[config.mk]
export PLATFORM = sky130hd
export DESIGN_NAME = servo_setpoint_hysteresis_slew
export DESIGN_NICKNAME = d
export VERILOG_FILES = /design/src/hdl/ssh_pkg.sv /design/src/hdl/ssh_ram.sv /design/src/hdl/ssh_rem.sv /design/src/hdl/ssh_seq.sv /design/src/hdl/servo_setpoint_hysteresis_slew.sv
export SDC_FILE = /design/constraint.sdc
export NUM_CORES = 1
export LEC_CHECK = 0
export BUFFER_PORTS_ARGS = -buffer_cell sky130_fd_sc_hd__buf_2
export CORE_ASPECT_RATIO = 1.5
export CORE_UTILIZATION = 30
export DETAILED_ROUTE_END_ITERATION = 8
export HOLD_SLACK_MARGIN = 0.05
export PLACE_DENSITY = 0.54
export SETUP_SLACK_MARGIN = 0.5
export SLEW_MARGIN = 5
export SYNTH_ARGS = -nofsm -noshare
export SYNTH_HDL_FRONTEND = slang
export SYNTH_SLANG_ARGS = --single-unit
[constraint.sdc]
create_clock -name clock -period 8.8 [get_ports clock]
set_input_delay 0.88 -clock clock [delete_from_list [all_inputs] [get_ports clock]]
set_output_delay 0.88 -clock clock [all_outputs]
set_load 0.01 [all_outputs]
[src/hdl/ssh_pkg.sv]
// ----------------------------------------------------------------------------
// ssh_pkg
// Shared types, constants and helper functions for the servo setpoint
// conditioner.
// ----------------------------------------------------------------------------
package ssh_pkg;

   localparam int NUM_CH       = 4;
   localparam int FULL_SCALE   = 180;
   localparam int ADC_FULL     = 1023;
   localparam int ADC_SHIFT    = 10;

   localparam int CHAN_W       = 2;
   localparam int SAMPLE_W     = 10;
   localparam int ANGLE_W      = 8;
   localparam int QSTEP_W      = 6;
   localparam int DB_W         = 6;
   localparam int RAMP_W       = 8;
   localparam int CFG_IDX_W    = 2;
   localparam int CFG_DATA_W   = 8;

   localparam int CH_AW        = (NUM_CH > 1) ? $clog2(NUM_CH) : 1;
   localparam int ENTRY_W      = 2 * ANGLE_W;
   localparam int PROD_W       = SAMPLE_W + 8;
   localparam int DIV_STEPS    = ANGLE_W;
   localparam int DIV_CNT_W    = $clog2(DIV_STEPS + 1);

   localparam logic KIND_SAMPLE = 1'b0;
   localparam logic KIND_TICK   = 1'b1;

   localparam logic [QSTEP_W-1:0] RST_QUANT_STEP = QSTEP_W'(5);
   localparam logic [DB_W-1:0]    RST_DEADBAND   = DB_W'(3);
   localparam logic [ANGLE_W-1:0] RST_MAX_ANGLE  = ANGLE_W'(180);
   localparam logic [RAMP_W-1:0]  RST_RAMP_STEP  = RAMP_W'(1);

   typedef enum logic [CFG_IDX_W-1:0] {
      REG_QUANT_STEP,
      REG_DEADBAND,
      REG_MAX_ANGLE,
      REG_RAMP_STEP
   } cfg_reg_type;

   typedef struct packed {
      logic [QSTEP_W-1:0] quant_step;
      logic [DB_W-1:0]    deadband;
      logic [ANGLE_W-1:0] max_angle;
      logic [RAMP_W-1:0]  ramp_step;
   } cfg_type;

   typedef struct packed {
      logic               start;
      logic [ANGLE_W-1:0] dividend;
      logic [QSTEP_W-1:0] divisor;
   } rem_req_type;

   typedef struct packed {
      logic               busy;
      logic               done;
      logic [QSTEP_W-1:0] remainder;
   } rem_rsp_type;

   typedef enum logic [2:0] {
      ST_IDLE,
      ST_MAP,
      ST_DIV,
      ST_SAMPLE_UPD,
      ST_TICK
   } state_type;

   function automatic logic [ANGLE_W-1:0] home_angle(input logic [CH_AW-1:0] ch);
      logic [ANGLE_W-1:0] a;
      unique case (int'(ch))
         0:       a = ANGLE_W'(80);
         1:       a = ANGLE_W'(120);
         2:       a = ANGLE_W'(60);
         3:       a = ANGLE_W'(180);
         default: a = '0;
      endcase
      return a;
   endfunction

   // reading * FULL_SCALE / 1023: estimate by /1024, one correction step
   function automatic logic [ANGLE_W-1:0] map_pos(input logic [SAMPLE_W-1:0] smp);
      logic [PROD_W-1:0] prod;
      logic [PROD_W-1:0] quo;
      logic [PROD_W-1:0] rem;
      prod = PROD_W'(smp) * PROD_W'(FULL_SCALE);
      quo  = prod >> ADC_SHIFT;
      rem  = prod - (quo << ADC_SHIFT) + quo;
      if (rem >= PROD_W'(ADC_FULL)) begin
         quo = quo + PROD_W'(1);
      end
      return ANGLE_W'(quo);
   endfunction

endpackage

[src/hdl/ssh_ram.sv]
// ----------------------------------------------------------------------------
// ssh_ram
// Generic single-write, single-read RAM with registered read data.
// ----------------------------------------------------------------------------
module ssh_ram #(
   parameter int WIDTH = 16,
   parameter int DEPTH = 4,
   parameter int AW    = 2
) (
   input  logic             clock,
   input  logic             wr_en,
   input  logic [AW-1:0]    wr_addr,
   input  logic [WIDTH-1:0] wr_data,
   input  logic             rd_en,
   input  logic [AW-1:0]    rd_addr,
   output logic [WIDTH-1:0] rd_data
);

   logic [WIDTH-1:0] mem_ff [DEPTH];
   logic [WIDTH-1:0] rd_data_ff;

   always_ff @(posedge clock) begin
      if (wr_en) begin
         mem_ff[wr_addr] <= wr_data;
      end
      if (rd_en) begin
         rd_data_ff <= mem_ff[rd_addr];
      end
   end

   assign rd_data = rd_data_ff;

endmodule

[src/hdl/ssh_rem.sv]
// ----------------------------------------------------------------------------
// ssh_rem
// Iterative restoring remainder unit, one quotient bit per cycle.
// ----------------------------------------------------------------------------
module ssh_rem (
   input  logic                 clock,
   input  logic                 reset,
   input  ssh_pkg::rem_req_type req,
   output ssh_pkg::rem_rsp_type rsp
);

   logic                            busy_ff, busy_in;
   logic                            done_ff, done_in;
   logic [ssh_pkg::DIV_CNT_W-1:0]   cnt_ff, cnt_in;
   logic [ssh_pkg::QSTEP_W-1:0]     rem_ff, rem_in;
   logic [ssh_pkg::ANGLE_W-1:0]     dvd_ff, dvd_in;
   logic [ssh_pkg::QSTEP_W-1:0]     dsr_ff, dsr_in;
   logic [ssh_pkg::QSTEP_W:0]       trial;

   always_ff @(posedge clock) begin
      if (reset) begin
         busy_ff <= 1'b0;
         done_ff <= 1'b0;
         cnt_ff  <= '0;
      end else begin
         busy_ff <= busy_in;
         done_ff <= done_in;
         cnt_ff  <= cnt_in;
      end
      rem_ff <= rem_in;
      dvd_ff <= dvd_in;
      dsr_ff <= dsr_in;
   end

   always_comb begin
      trial   = {rem_ff, dvd_ff[ssh_pkg::ANGLE_W-1]};
      busy_in = busy_ff;
      done_in = 1'b0;
      cnt_in  = cnt_ff;
      rem_in  = rem_ff;
      dvd_in  = dvd_ff;
      dsr_in  = dsr_ff;
      if (req.start) begin
         busy_in = 1'b1;
         cnt_in  = ssh_pkg::DIV_CNT_W'(ssh_pkg::DIV_STEPS);
         rem_in  = '0;
         dvd_in  = req.dividend;
         dsr_in  = req.divisor;
      end else if (busy_ff) begin
         if (trial >= {1'b0, dsr_ff}) begin
            rem_in = ssh_pkg::QSTEP_W'(trial - {1'b0, dsr_ff});
         end else begin
            rem_in = ssh_pkg::QSTEP_W'(trial);
         end
         dvd_in = dvd_ff << 1;
         cnt_in = cnt_ff - ssh_pkg::DIV_CNT_W'(1);
         if (cnt_ff == ssh_pkg::DIV_CNT_W'(1)) begin
            busy_in = 1'b0;
            done_in = 1'b1;
         end
      end
   end

   assign rsp.busy      = busy_ff;
   assign rsp.done      = done_ff;
   assign rsp.remainder = rem_ff;

   a_no_restart: assert property (@(posedge clock) disable iff (reset)
      req.start |-> !busy_ff)
      else $error("remainder unit restarted while busy");

   a_done_after_busy: assert property (@(posedge clock) disable iff (reset)
      done_ff |-> (!busy_ff && $past(busy_ff)))
      else $error("remainder done without a finished run");

endmodule

[src/hdl/ssh_seq.sv]
// ----------------------------------------------------------------------------
// ssh_seq
// Sequencer: read-modify-write of the per-channel target/drive RAM, sample
// quantisation with hysteresis, ramp step on tick, result register.
// ----------------------------------------------------------------------------
module ssh_seq (
   input  logic                          clock,
   input  logic                          reset,
   input  ssh_pkg::cfg_type              cfg,
   input  logic                          req_valid,
   output logic                          req_ready,
   input  logic                          req_kind,
   input  logic [ssh_pkg::CHAN_W-1:0]    req_channel,
   input  logic [ssh_pkg::SAMPLE_W-1:0]  req_sample,
   output logic                          rsp_valid,
   input  logic                          rsp_ready,
   output logic [ssh_pkg::CHAN_W-1:0]    rsp_out_channel,
   output logic [ssh_pkg::ANGLE_W-1:0]   rsp_angle,
   output logic                          rsp_moving,
   output logic                          rsp_last
);

   localparam int AW = ssh_pkg::CH_AW;
   localparam int NA = ssh_pkg::ANGLE_W;

   ssh_pkg::state_type               state_ff, state_in;
   logic [AW-1:0]                    ch_ff, ch_in;
   logic [ssh_pkg::SAMPLE_W-1:0]     smp_ff, smp_in;
   logic [NA-1:0]                    pos_ff, pos_in;
   logic [ssh_pkg::NUM_CH-1:0]       valid_ff, valid_in;

   logic                             rsp_valid_ff, rsp_valid_in;
   logic [ssh_pkg::CHAN_W-1:0]       rsp_ch_ff, rsp_ch_in;
   logic [NA-1:0]                    rsp_angle_ff, rsp_angle_in;
   logic                             rsp_moving_ff, rsp_moving_in;
   logic                             rsp_last_ff, rsp_last_in;

   logic                             ram_we, ram_re;
   logic [AW-1:0]                    ram_waddr, ram_raddr;
   logic [ssh_pkg::ENTRY_W-1:0]      ram_wdata, ram_rdata, entry;

   ssh_pkg::rem_req_type             rem_req;
   ssh_pkg::rem_rsp_type             rem_rsp;

   logic [NA-1:0]                    cur_target, cur_drive;
   logic [ssh_pkg::QSTEP_W-1:0]      qstep;
   logic [ssh_pkg::RAMP_W-1:0]       rstep;
   logic [NA-1:0]                    qval, t_raw, t_new, d_new;
   logic                             go_up, go_down;
   logic                             out_free, last_ch;

   ssh_ram #(
      .WIDTH (ssh_pkg::ENTRY_W),
      .DEPTH (ssh_pkg::NUM_CH),
      .AW    (AW)
   ) u_state_ram (
      .clock   (clock),
      .wr_en   (ram_we),
      .wr_addr (ram_waddr),
      .wr_data (ram_wdata),
      .rd_en   (ram_re),
      .rd_addr (ram_raddr),
      .rd_data (ram_rdata)
   );

   ssh_rem u_rem (
      .clock (clock),
      .reset (reset),
      .req   (rem_req),
      .rsp   (rem_rsp)
   );

   always_ff @(posedge clock) begin
      if (reset) begin
         state_ff     <= ssh_pkg::ST_IDLE;
         valid_ff     <= '0;
         rsp_valid_ff <= 1'b0;
         ch_ff        <= '0;
      end else begin
         state_ff     <= state_in;
         valid_ff     <= valid_in;
         rsp_valid_ff <= rsp_valid_in;
         ch_ff        <= ch_in;
      end
      smp_ff        <= smp_in;
      pos_ff        <= pos_in;
      rsp_ch_ff     <= rsp_ch_in;
      rsp_angle_ff  <= rsp_angle_in;
      rsp_moving_ff <= rsp_moving_in;
      rsp_last_ff   <= rsp_last_in;
   end

   // entries never written read as the home position
   always_comb begin
      if (valid_ff[ch_ff]) begin
         entry = ram_rdata;
      end else begin
         entry = {ssh_pkg::home_angle(ch_ff), ssh_pkg::home_angle(ch_ff)};
      end
      cur_target = entry[ssh_pkg::ENTRY_W-1:NA];
      cur_drive  = entry[NA-1:0];
   end

   assign qstep = (cfg.quant_step == '0) ? ssh_pkg::QSTEP_W'(1) : cfg.quant_step;
   assign rstep = (cfg.ramp_step == '0) ? ssh_pkg::RAMP_W'(1) : cfg.ramp_step;

   // hysteresis on the quantised position, then clamp
   always_comb begin
      qval    = pos_ff - NA'(rem_rsp.remainder);
      go_up   = (qval > cur_target) &&
                ({1'b0, pos_ff} >= ({1'b0, qval} + (NA+1)'(cfg.deadband)));
      go_down = (qval < cur_target) &&
                (({1'b0, pos_ff} + (NA+1)'(cfg.deadband)) <= {1'b0, cur_target});
      t_raw   = (go_up || go_down) ? qval : cur_target;
      t_new   = (t_raw > cfg.max_angle) ? cfg.max_angle : t_raw;
   end

   // ramp one step toward the target
   always_comb begin
      d_new = cur_drive;
      if (cur_drive < cur_target) begin
         d_new = ((cur_target - cur_drive) > NA'(rstep)) ? cur_drive + NA'(rstep)
                                                          : cur_target;
      end else if (cur_drive > cur_target) begin
         d_new = ((cur_drive - cur_target) > NA'(rstep)) ? cur_drive - NA'(rstep)
                                                          : cur_target;
      end
   end

   assign out_free = !rsp_valid_ff || rsp_ready;
   assign last_ch  = (ch_ff == AW'(ssh_pkg::NUM_CH - 1));

   always_comb begin
      state_in      = state_ff;
      ch_in         = ch_ff;
      smp_in        = smp_ff;
      pos_in        = pos_ff;
      valid_in      = valid_ff;
      rsp_valid_in  = rsp_valid_ff && !rsp_ready;
      rsp_ch_in     = rsp_ch_ff;
      rsp_angle_in  = rsp_angle_ff;
      rsp_moving_in = rsp_moving_ff;
      rsp_last_in   = rsp_last_ff;
      req_ready     = 1'b0;
      ram_we        = 1'b0;
      ram_waddr     = ch_ff;
      ram_wdata     = entry;
      ram_re        = 1'b0;
      ram_raddr     = ch_ff;
      rem_req.start    = 1'b0;
      rem_req.dividend = ssh_pkg::map_pos(smp_ff);
      rem_req.divisor  = qstep;

      unique case (state_ff)
         ssh_pkg::ST_IDLE: begin
            req_ready = 1'b1;
            if (req_valid) begin
               if (req_kind == ssh_pkg::KIND_TICK) begin
                  ram_re    = 1'b1;
                  ram_raddr = '0;
                  ch_in     = '0;
                  state_in  = ssh_pkg::ST_TICK;
               end else if (int'(req_channel) < ssh_pkg::NUM_CH) begin
                  ram_re    = 1'b1;
                  ram_raddr = AW'(req_channel);
                  ch_in     = AW'(req_channel);
                  smp_in    = req_sample;
                  state_in  = ssh_pkg::ST_MAP;
               end
            end
         end
         ssh_pkg::ST_MAP: begin
            rem_req.start = 1'b1;
            pos_in        = rem_req.dividend;
            state_in      = ssh_pkg::ST_DIV;
         end
         ssh_pkg::ST_DIV: begin
            if (rem_rsp.done) begin
               state_in = ssh_pkg::ST_SAMPLE_UPD;
            end
         end
         ssh_pkg::ST_SAMPLE_UPD: begin
            if (out_free) begin
               ram_we          = 1'b1;
               ram_wdata       = {t_new, cur_drive};
               valid_in[ch_ff] = 1'b1;
               rsp_valid_in    = 1'b1;
               rsp_ch_in       = ssh_pkg::CHAN_W'(ch_ff);
               rsp_angle_in    = t_new;
               rsp_moving_in   = (t_new != cur_drive);
               rsp_last_in     = 1'b1;
               state_in        = ssh_pkg::ST_IDLE;
            end
         end
         ssh_pkg::ST_TICK: begin
            if (out_free) begin
               ram_we          = 1'b1;
               ram_wdata       = {cur_target, d_new};
               valid_in[ch_ff] = 1'b1;
               rsp_valid_in    = 1'b1;
               rsp_ch_in       = ssh_pkg::CHAN_W'(ch_ff);
               rsp_angle_in    = d_new;
               rsp_moving_in   = (d_new != cur_target);
               rsp_last_in     = last_ch;
               if (last_ch) begin
                  state_in = ssh_pkg::ST_IDLE;
               end else begin
                  ram_re    = 1'b1;
                  ram_raddr = ch_ff + AW'(1);
                  ch_in     = ch_ff + AW'(1);
               end
            end
         end
         default: begin
            state_in = ssh_pkg::ST_IDLE;
         end
      endcase
   end

   assign rsp_valid       = rsp_valid_ff;
   assign rsp_out_channel = rsp_ch_ff;
   assign rsp_angle       = rsp_angle_ff;
   assign rsp_moving      = rsp_moving_ff;
   assign rsp_last        = rsp_last_ff;

   a_no_rw_collision: assert property (@(posedge clock) disable iff (reset)
      (ram_we && ram_re) |-> (ram_waddr != ram_raddr))
      else $error("RAM read and write hit the same entry");

   a_target_clamped: assert property (@(posedge clock) disable iff (reset)
      (state_ff == ssh_pkg::ST_SAMPLE_UPD && out_free) |-> (t_new <= cfg.max_angle))
      else $error("target above max angle");

   a_done_in_div: assert property (@(posedge clock) disable iff (reset)
      rem_rsp.done |-> (state_ff == ssh_pkg::ST_DIV))
      else $error("remainder result outside the divide wait");

endmodule

[src/hdl/servo_setpoint_hysteresis_slew.sv]
// ----------------------------------------------------------------------------
// servo_setpoint_hysteresis_slew
// Four-channel servo setpoint conditioner: quantised target with hysteresis
// on samples, ramped drive angle on ticks.
// ----------------------------------------------------------------------------
// A sample transfer maps the reading to degrees, quantises it, applies the
// deadband and clamp, and presents one result with the new target; the next
// transfer is taken once that result is registered. The pace is set by the
// remainder unit, which produces one quotient bit per cycle for each bit of
// the dividend. A tick transfer presents one result per channel, one per
// cycle while the receiver keeps up, and the next transfer is taken once the
// last of them is registered; here the single write and read port of the
// state RAM sets the pace. Receiver stalls slow both kinds of transfer.
// One item is in work at a time; a waiting result does not stop the next
// transfer being taken once the current item has issued its last result.
// Configuration writes take effect immediately and belong in idle periods.
// ----------------------------------------------------------------------------
module servo_setpoint_hysteresis_slew (
   input  logic                           clock,
   input  logic                           reset,
   input  logic                           req_valid,
   output logic                           req_ready,
   input  logic                           req_kind,
   input  logic [ssh_pkg::CHAN_W-1:0]     req_channel,
   input  logic [ssh_pkg::SAMPLE_W-1:0]   req_sample,
   output logic                           rsp_valid,
   input  logic                           rsp_ready,
   output logic [ssh_pkg::CHAN_W-1:0]     rsp_out_channel,
   output logic [ssh_pkg::ANGLE_W-1:0]    rsp_angle,
   output logic                           rsp_moving,
   output logic                           rsp_last,
   input  logic                           csr_we,
   input  logic [ssh_pkg::CFG_IDX_W-1:0]  csr_index,
   input  logic [ssh_pkg::CFG_DATA_W-1:0] csr_wdata
);

   ssh_pkg::cfg_type cfg_ff, cfg_in;

   always_ff @(posedge clock) begin
      if (reset) begin
         cfg_ff.quant_step <= ssh_pkg::RST_QUANT_STEP;
         cfg_ff.deadband   <= ssh_pkg::RST_DEADBAND;
         cfg_ff.max_angle  <= ssh_pkg::RST_MAX_ANGLE;
         cfg_ff.ramp_step  <= ssh_pkg::RST_RAMP_STEP;
      end else begin
         cfg_ff <= cfg_in;
      end
   end

   always_comb begin
      cfg_in = cfg_ff;
      if (csr_we) begin
         unique case (ssh_pkg::cfg_reg_type'(csr_index))
            ssh_pkg::REG_QUANT_STEP: cfg_in.quant_step = csr_wdata[ssh_pkg::QSTEP_W-1:0];
            ssh_pkg::REG_DEADBAND:   cfg_in.deadband   = csr_wdata[ssh_pkg::DB_W-1:0];
            ssh_pkg::REG_MAX_ANGLE:  cfg_in.max_angle  = csr_wdata[ssh_pkg::ANGLE_W-1:0];
            ssh_pkg::REG_RAMP_STEP:  cfg_in.ramp_step  = csr_wdata[ssh_pkg::RAMP_W-1:0];
            default:                 cfg_in = cfg_ff;
         endcase
      end
   end

   ssh_seq u_seq (
      .clock           (clock),
      .reset           (reset),
      .cfg             (cfg_ff),
      .req_valid       (req_valid),
      .req_ready       (req_ready),
      .req_kind        (req_kind),
      .req_channel     (req_channel),
      .req_sample      (req_sample),
      .rsp_valid       (rsp_valid),
      .rsp_ready       (rsp_ready),
      .rsp_out_channel (rsp_out_channel),
      .rsp_angle       (rsp_angle),
      .rsp_moving      (rsp_moving),
      .rsp_last        (rsp_last)
   );

endmodule

==> impl_metrics.csv <==
group,metric,value,unit
outcome,status,"finished, final reports clean",
sta,relSlewSlack,24.11,%
setup_path,worstSetupStartpointType,"flop",
job,cap_violations,0,
sta,timing.final.ws_setup,0.9657,ns
floorplanning,fp-row-count,92,
logic_synthesis,ys_async_sr_fraction,0,%
sta,slew_violations,0,
setup_path,crit_slowest_cell,"a21boi_0",
sta,setup_viol,0,
routing,wl_per_cell,17.47,microns
clock_network,cts_setup_buffers,0,
power,finalPower,5.981,mW
clock_network,clock-sinks,174,
setup_path,r2r_start,"u_seq.pos_ff[0]$_DFFE_PP_",
logic_synthesis,synth-compound-area-share,16.44,%
logic_synthesis,synth_area_leaders,"edfxtp_1 29%, ha_1 15%, dfxtp_1 7.8%, inv_1 4.2%, a21oi_1 3.9%",
routing,drc,0,
routing,wl,34200,microns
logic_synthesis,synth.most_common_cell,"ha_1",
logic_synthesis,yosysWarnings,0,
setup_path,crit_type,"reg2reg",
logic_synthesis,ys.flop_type,"edfxtp_1",
global_routing,grt_pass1_wl,53320,microns
clock_network,clockRootBuffer,"clkbuf_16",
worst_hold_path,hold_path_class,"reg2reg",
routing,vias_per_cell,4.985,
routing,ant_nets,0,
clock_network,clk_latency,0.45,ns
power,power_frac_clock,13.2,%
logic_synthesis,yosys.area_share.simple,14.04,%
logic_synthesis,synth_common_cells,"151 x ha_1, 142 x inv_1, 124 x edfxtp_1",
clock_network,cts_max_level,4,
layout,antenna_cells,0,
sta,tightest_slew,1.136,ns
logic_synthesis,synth_enable_flop_cells,124,
setup_path,cpPeakStageDelay,0.59,ns
floorplanning,fp.dieH,255.3,microns
place,dp_hpwl,26840,microns
logic_synthesis,synth.net_count,1560,
clock_network,cts_resized,0,
global_routing,grt_max_degree,45,
floorplanning,io-pin-count,42,
power,combPwrFrac,68.0,%
setup_path,r2r_slack,0.97,ns
power,swShare,47.84,%
sta,grt_setup_unrepaired,"no",
clock_network,cts_buffers,17,
sta,timing.final.crit_share,89.03,%
power,peakVddDrop,0.1640,mV
setup_path,end_kind,"flop",
setup_path,cp_max_fo,19,
power,p_leak,5.919,nW
logic_synthesis,synthMuxAreaShare,3.813,%
power,power_switching,2.861,mW
sta,skew,0.01545,ns
place,pre_cts_ws,1.074,ns
logic_synthesis,synth_area,0.01283,sq mm
floorplanning,chipWidth,170.9,microns
routing,drt_iter0_drc,562,
logic_synthesis,synth_cell_types,75,
sta,fin_setup_tns,0,ns
power,p_int,3.120,mW
floorplanning,core,0.04213,sq mm
place,port_buffers,41,
sta,min_period,7.834,ns
routing,vias,9761,
logic_synthesis,synth_xor_area_share,4.837,%
clock_network,clockBufferDepth,2,
setup_path,cp.required,8.95,ns
global_routing,gr-total-overflow,0,
layout,area_growth,11.46,%
place,gp_congestion,0.8598,
layout,final_util,33.95,%
setup_path,reg2reg_to,"u_seq.rsp_moving$_DFFE_PP_",
power,p_seq_share,18.8,%
logic_synthesis,syn_inst,1359,
clock_network,cts_tree,"yes",
floorplanning,start_util,30.46,%
global_routing,antenna_found_initial,1,
logic_synthesis,synth_top_family_by_area,"adder cells",
power,power.density,418.2,mW/mm^2
layout,final_layout_size_suffix_gt1_share,9.182,%
layout,fin_nets,1582,
global_routing,grt_pass1_vias,9898,
clock_network,hold_buffers,0,
routing,drt-pass1-iter-count,7,
logic_synthesis,syn_avg_cell_area,9.442,sq um
floorplanning,die-area,0.04362,sq mm
setup_path,crit_end,"u_seq.rsp_moving$_DFFE_PP_",
logic_synthesis,netlist.area_leader.share,29.02,%
logic_synthesis,synth.largest_area_cell,"edfxtp_1",
setup_path,setup.worst_path.start,"u_seq.pos_ff[0]$_DFFE_PP_",
logic_synthesis,ys_seq_area_share,36.82,%
sta,fmax,127.6,MHz
logic_synthesis,yosys.area_share.adder,18.16,%
worst_hold_path,holdPathStages,2,
sta,hold_viol_final,0,
setup_path,reg2reg_depth,30,
clock_network,cts.clk_slew.worst_paths,0.07,ns
setup_path,critPathArrivalTime,7.99,ns
logic_synthesis,synth_seq_cells,174,
global_routing,grt_usage,16.28,%
[layer usage]
layer	GRT usage (%)	vias to the layer above	routed length, microns
met4	9.464	2	1811
met3	2.412	78	948
li1	-	4863	-
met1	16.88	4638	13440
met5	0	-	8
met2	30.80	180	17990
[how the worst min path moves through the flow]
| stage | start | slack [ns] | to |
|---|---|---|---|
| 2_1_floorplan | u_seq.valid_ff[2]$_SDFFE_PP0P_ | 0.43 | u_seq.valid_ff[2]$_SDFFE_PP0P_ |
| 3_3_place_gp | cfg_ff[11]$_SDFFE_PP0P_ | 0.45 | cfg_ff[11]$_SDFFE_PP0P_ |
| 3_5_place_dp | cfg_ff[24]$_SDFFE_PP1P_ | 0.44 | u_seq.u_rem.dsr_ff[2]$_SDFFCE_PN0P_ |
| 4_1_cts | cfg_ff[11]$_SDFFE_PP0P_ | 0.46 | cfg_ff[11]$_SDFFE_PP0P_ |
| 5_1_grt | cfg_ff[26]$_SDFFE_PP0P_ | 0.48 | u_seq.u_rem.dsr_ff[4]$_SDFFCE_PN0P_ |
| 6_report | cfg_ff[11]$_SDFFE_PP0P_ | 0.46 | cfg_ff[11]$_SDFFE_PP0P_ |
[final cells by class]
cell class | instances | area, sq um
fill | 4331 | 27830
clock inverter | 15 | 190.2
multi-input combinational | 986 | 7382
timing repair buffer | 58 | 332.8
tap | 564 | 705.7
clock buffer | 17 | 425.4
inverter | 144 | 540.5
sequential | 174 | 4725
[cells in the final DEF, fill, tap and decap left out, types with 20 or more instances in the layout]
cell        n
ha_1      151
inv_1     142
edfxtp_1  124
nand2_1   123
a21oi_1    99
nor2_1     89
xnor2_1    53
o21ai_0    50
dfxtp_1    50
buf_2      41
mux2i_1    32
a211oi_1   31
nor2b_1    23
and2_1     23
nor3_1     22
fa_1       22
a31oi_1    21
a21o_1     20
[power groups by stage]
stage                     Sequential (mW)  Clock [mW]  Combinational [mW]
after floorplan                      1.13           0                3.02
after global placement               1.14           0                3.97
after detailed placement             1.15           0                4.04
after CTS                            1.13       0.803                4.06
after global routing                 1.14       0.834                4.52
final                                1.13       0.787                4.07
[worst max-delay path: cells and delay by family, from the launching register on]
family,cells,cell delay (ns)
XOR/XNOR,1,0.13
flip-flops,1,0.40
adder cells (fa/ha/maj),5,1.35
AO/OA/AOI/OAI,13,3.28
AND/OR/NAND/NOR,8,1.57
buffers and inverters,1,0.10
multiplexers,2,0.66
[logic make-up (layout without fill, tap and decap cells)]
group           after synthesis  count (layout)
mux                          46              46
simple gates                374             374
compound gates              323             323
fa+ha+maj                   173             173
flops                       174             174
buf+inv                     199             234
xor+xnor                     70              70
[state kept, by name (all words and copies together) (netlist names), 6 cells and up]
| name | flops |
|---|---|
| cfg_ff | 28 |
| u_seq.pos_ff | 8 |
| u_seq.rsp_angle | 8 |
| u_seq.smp_ff | 10 |
| u_seq.u_rem.dsr_ff | 6 |
| u_seq.u_rem.dvd_ff | 8 |
| u_seq.u_rem.rem_ff | 6 |
| u_seq.u_state_ram.mem_ff | 64 |
| u_seq.u_state_ram.rd_data | 16 |
[per-stage QoR]
| step | hold slack, ns | cells | instance area (sq um) |
|---|---|---|---|
| after global routing | 0.4757 | 1958 | 14300 |
| after detailed placement | 0.4430 | 1926 | 13690 |
| after CTS | 0.4600 | 1958 | 14300 |
| after floorplan | 0.4348 | 1359 | 12830 |
| after global placement | 0.4470 | 1926 | 13690 |
| final | 0.4580 | 1958 | 14300 |
No activity file was read; power rests on OpenSTA's default activity.
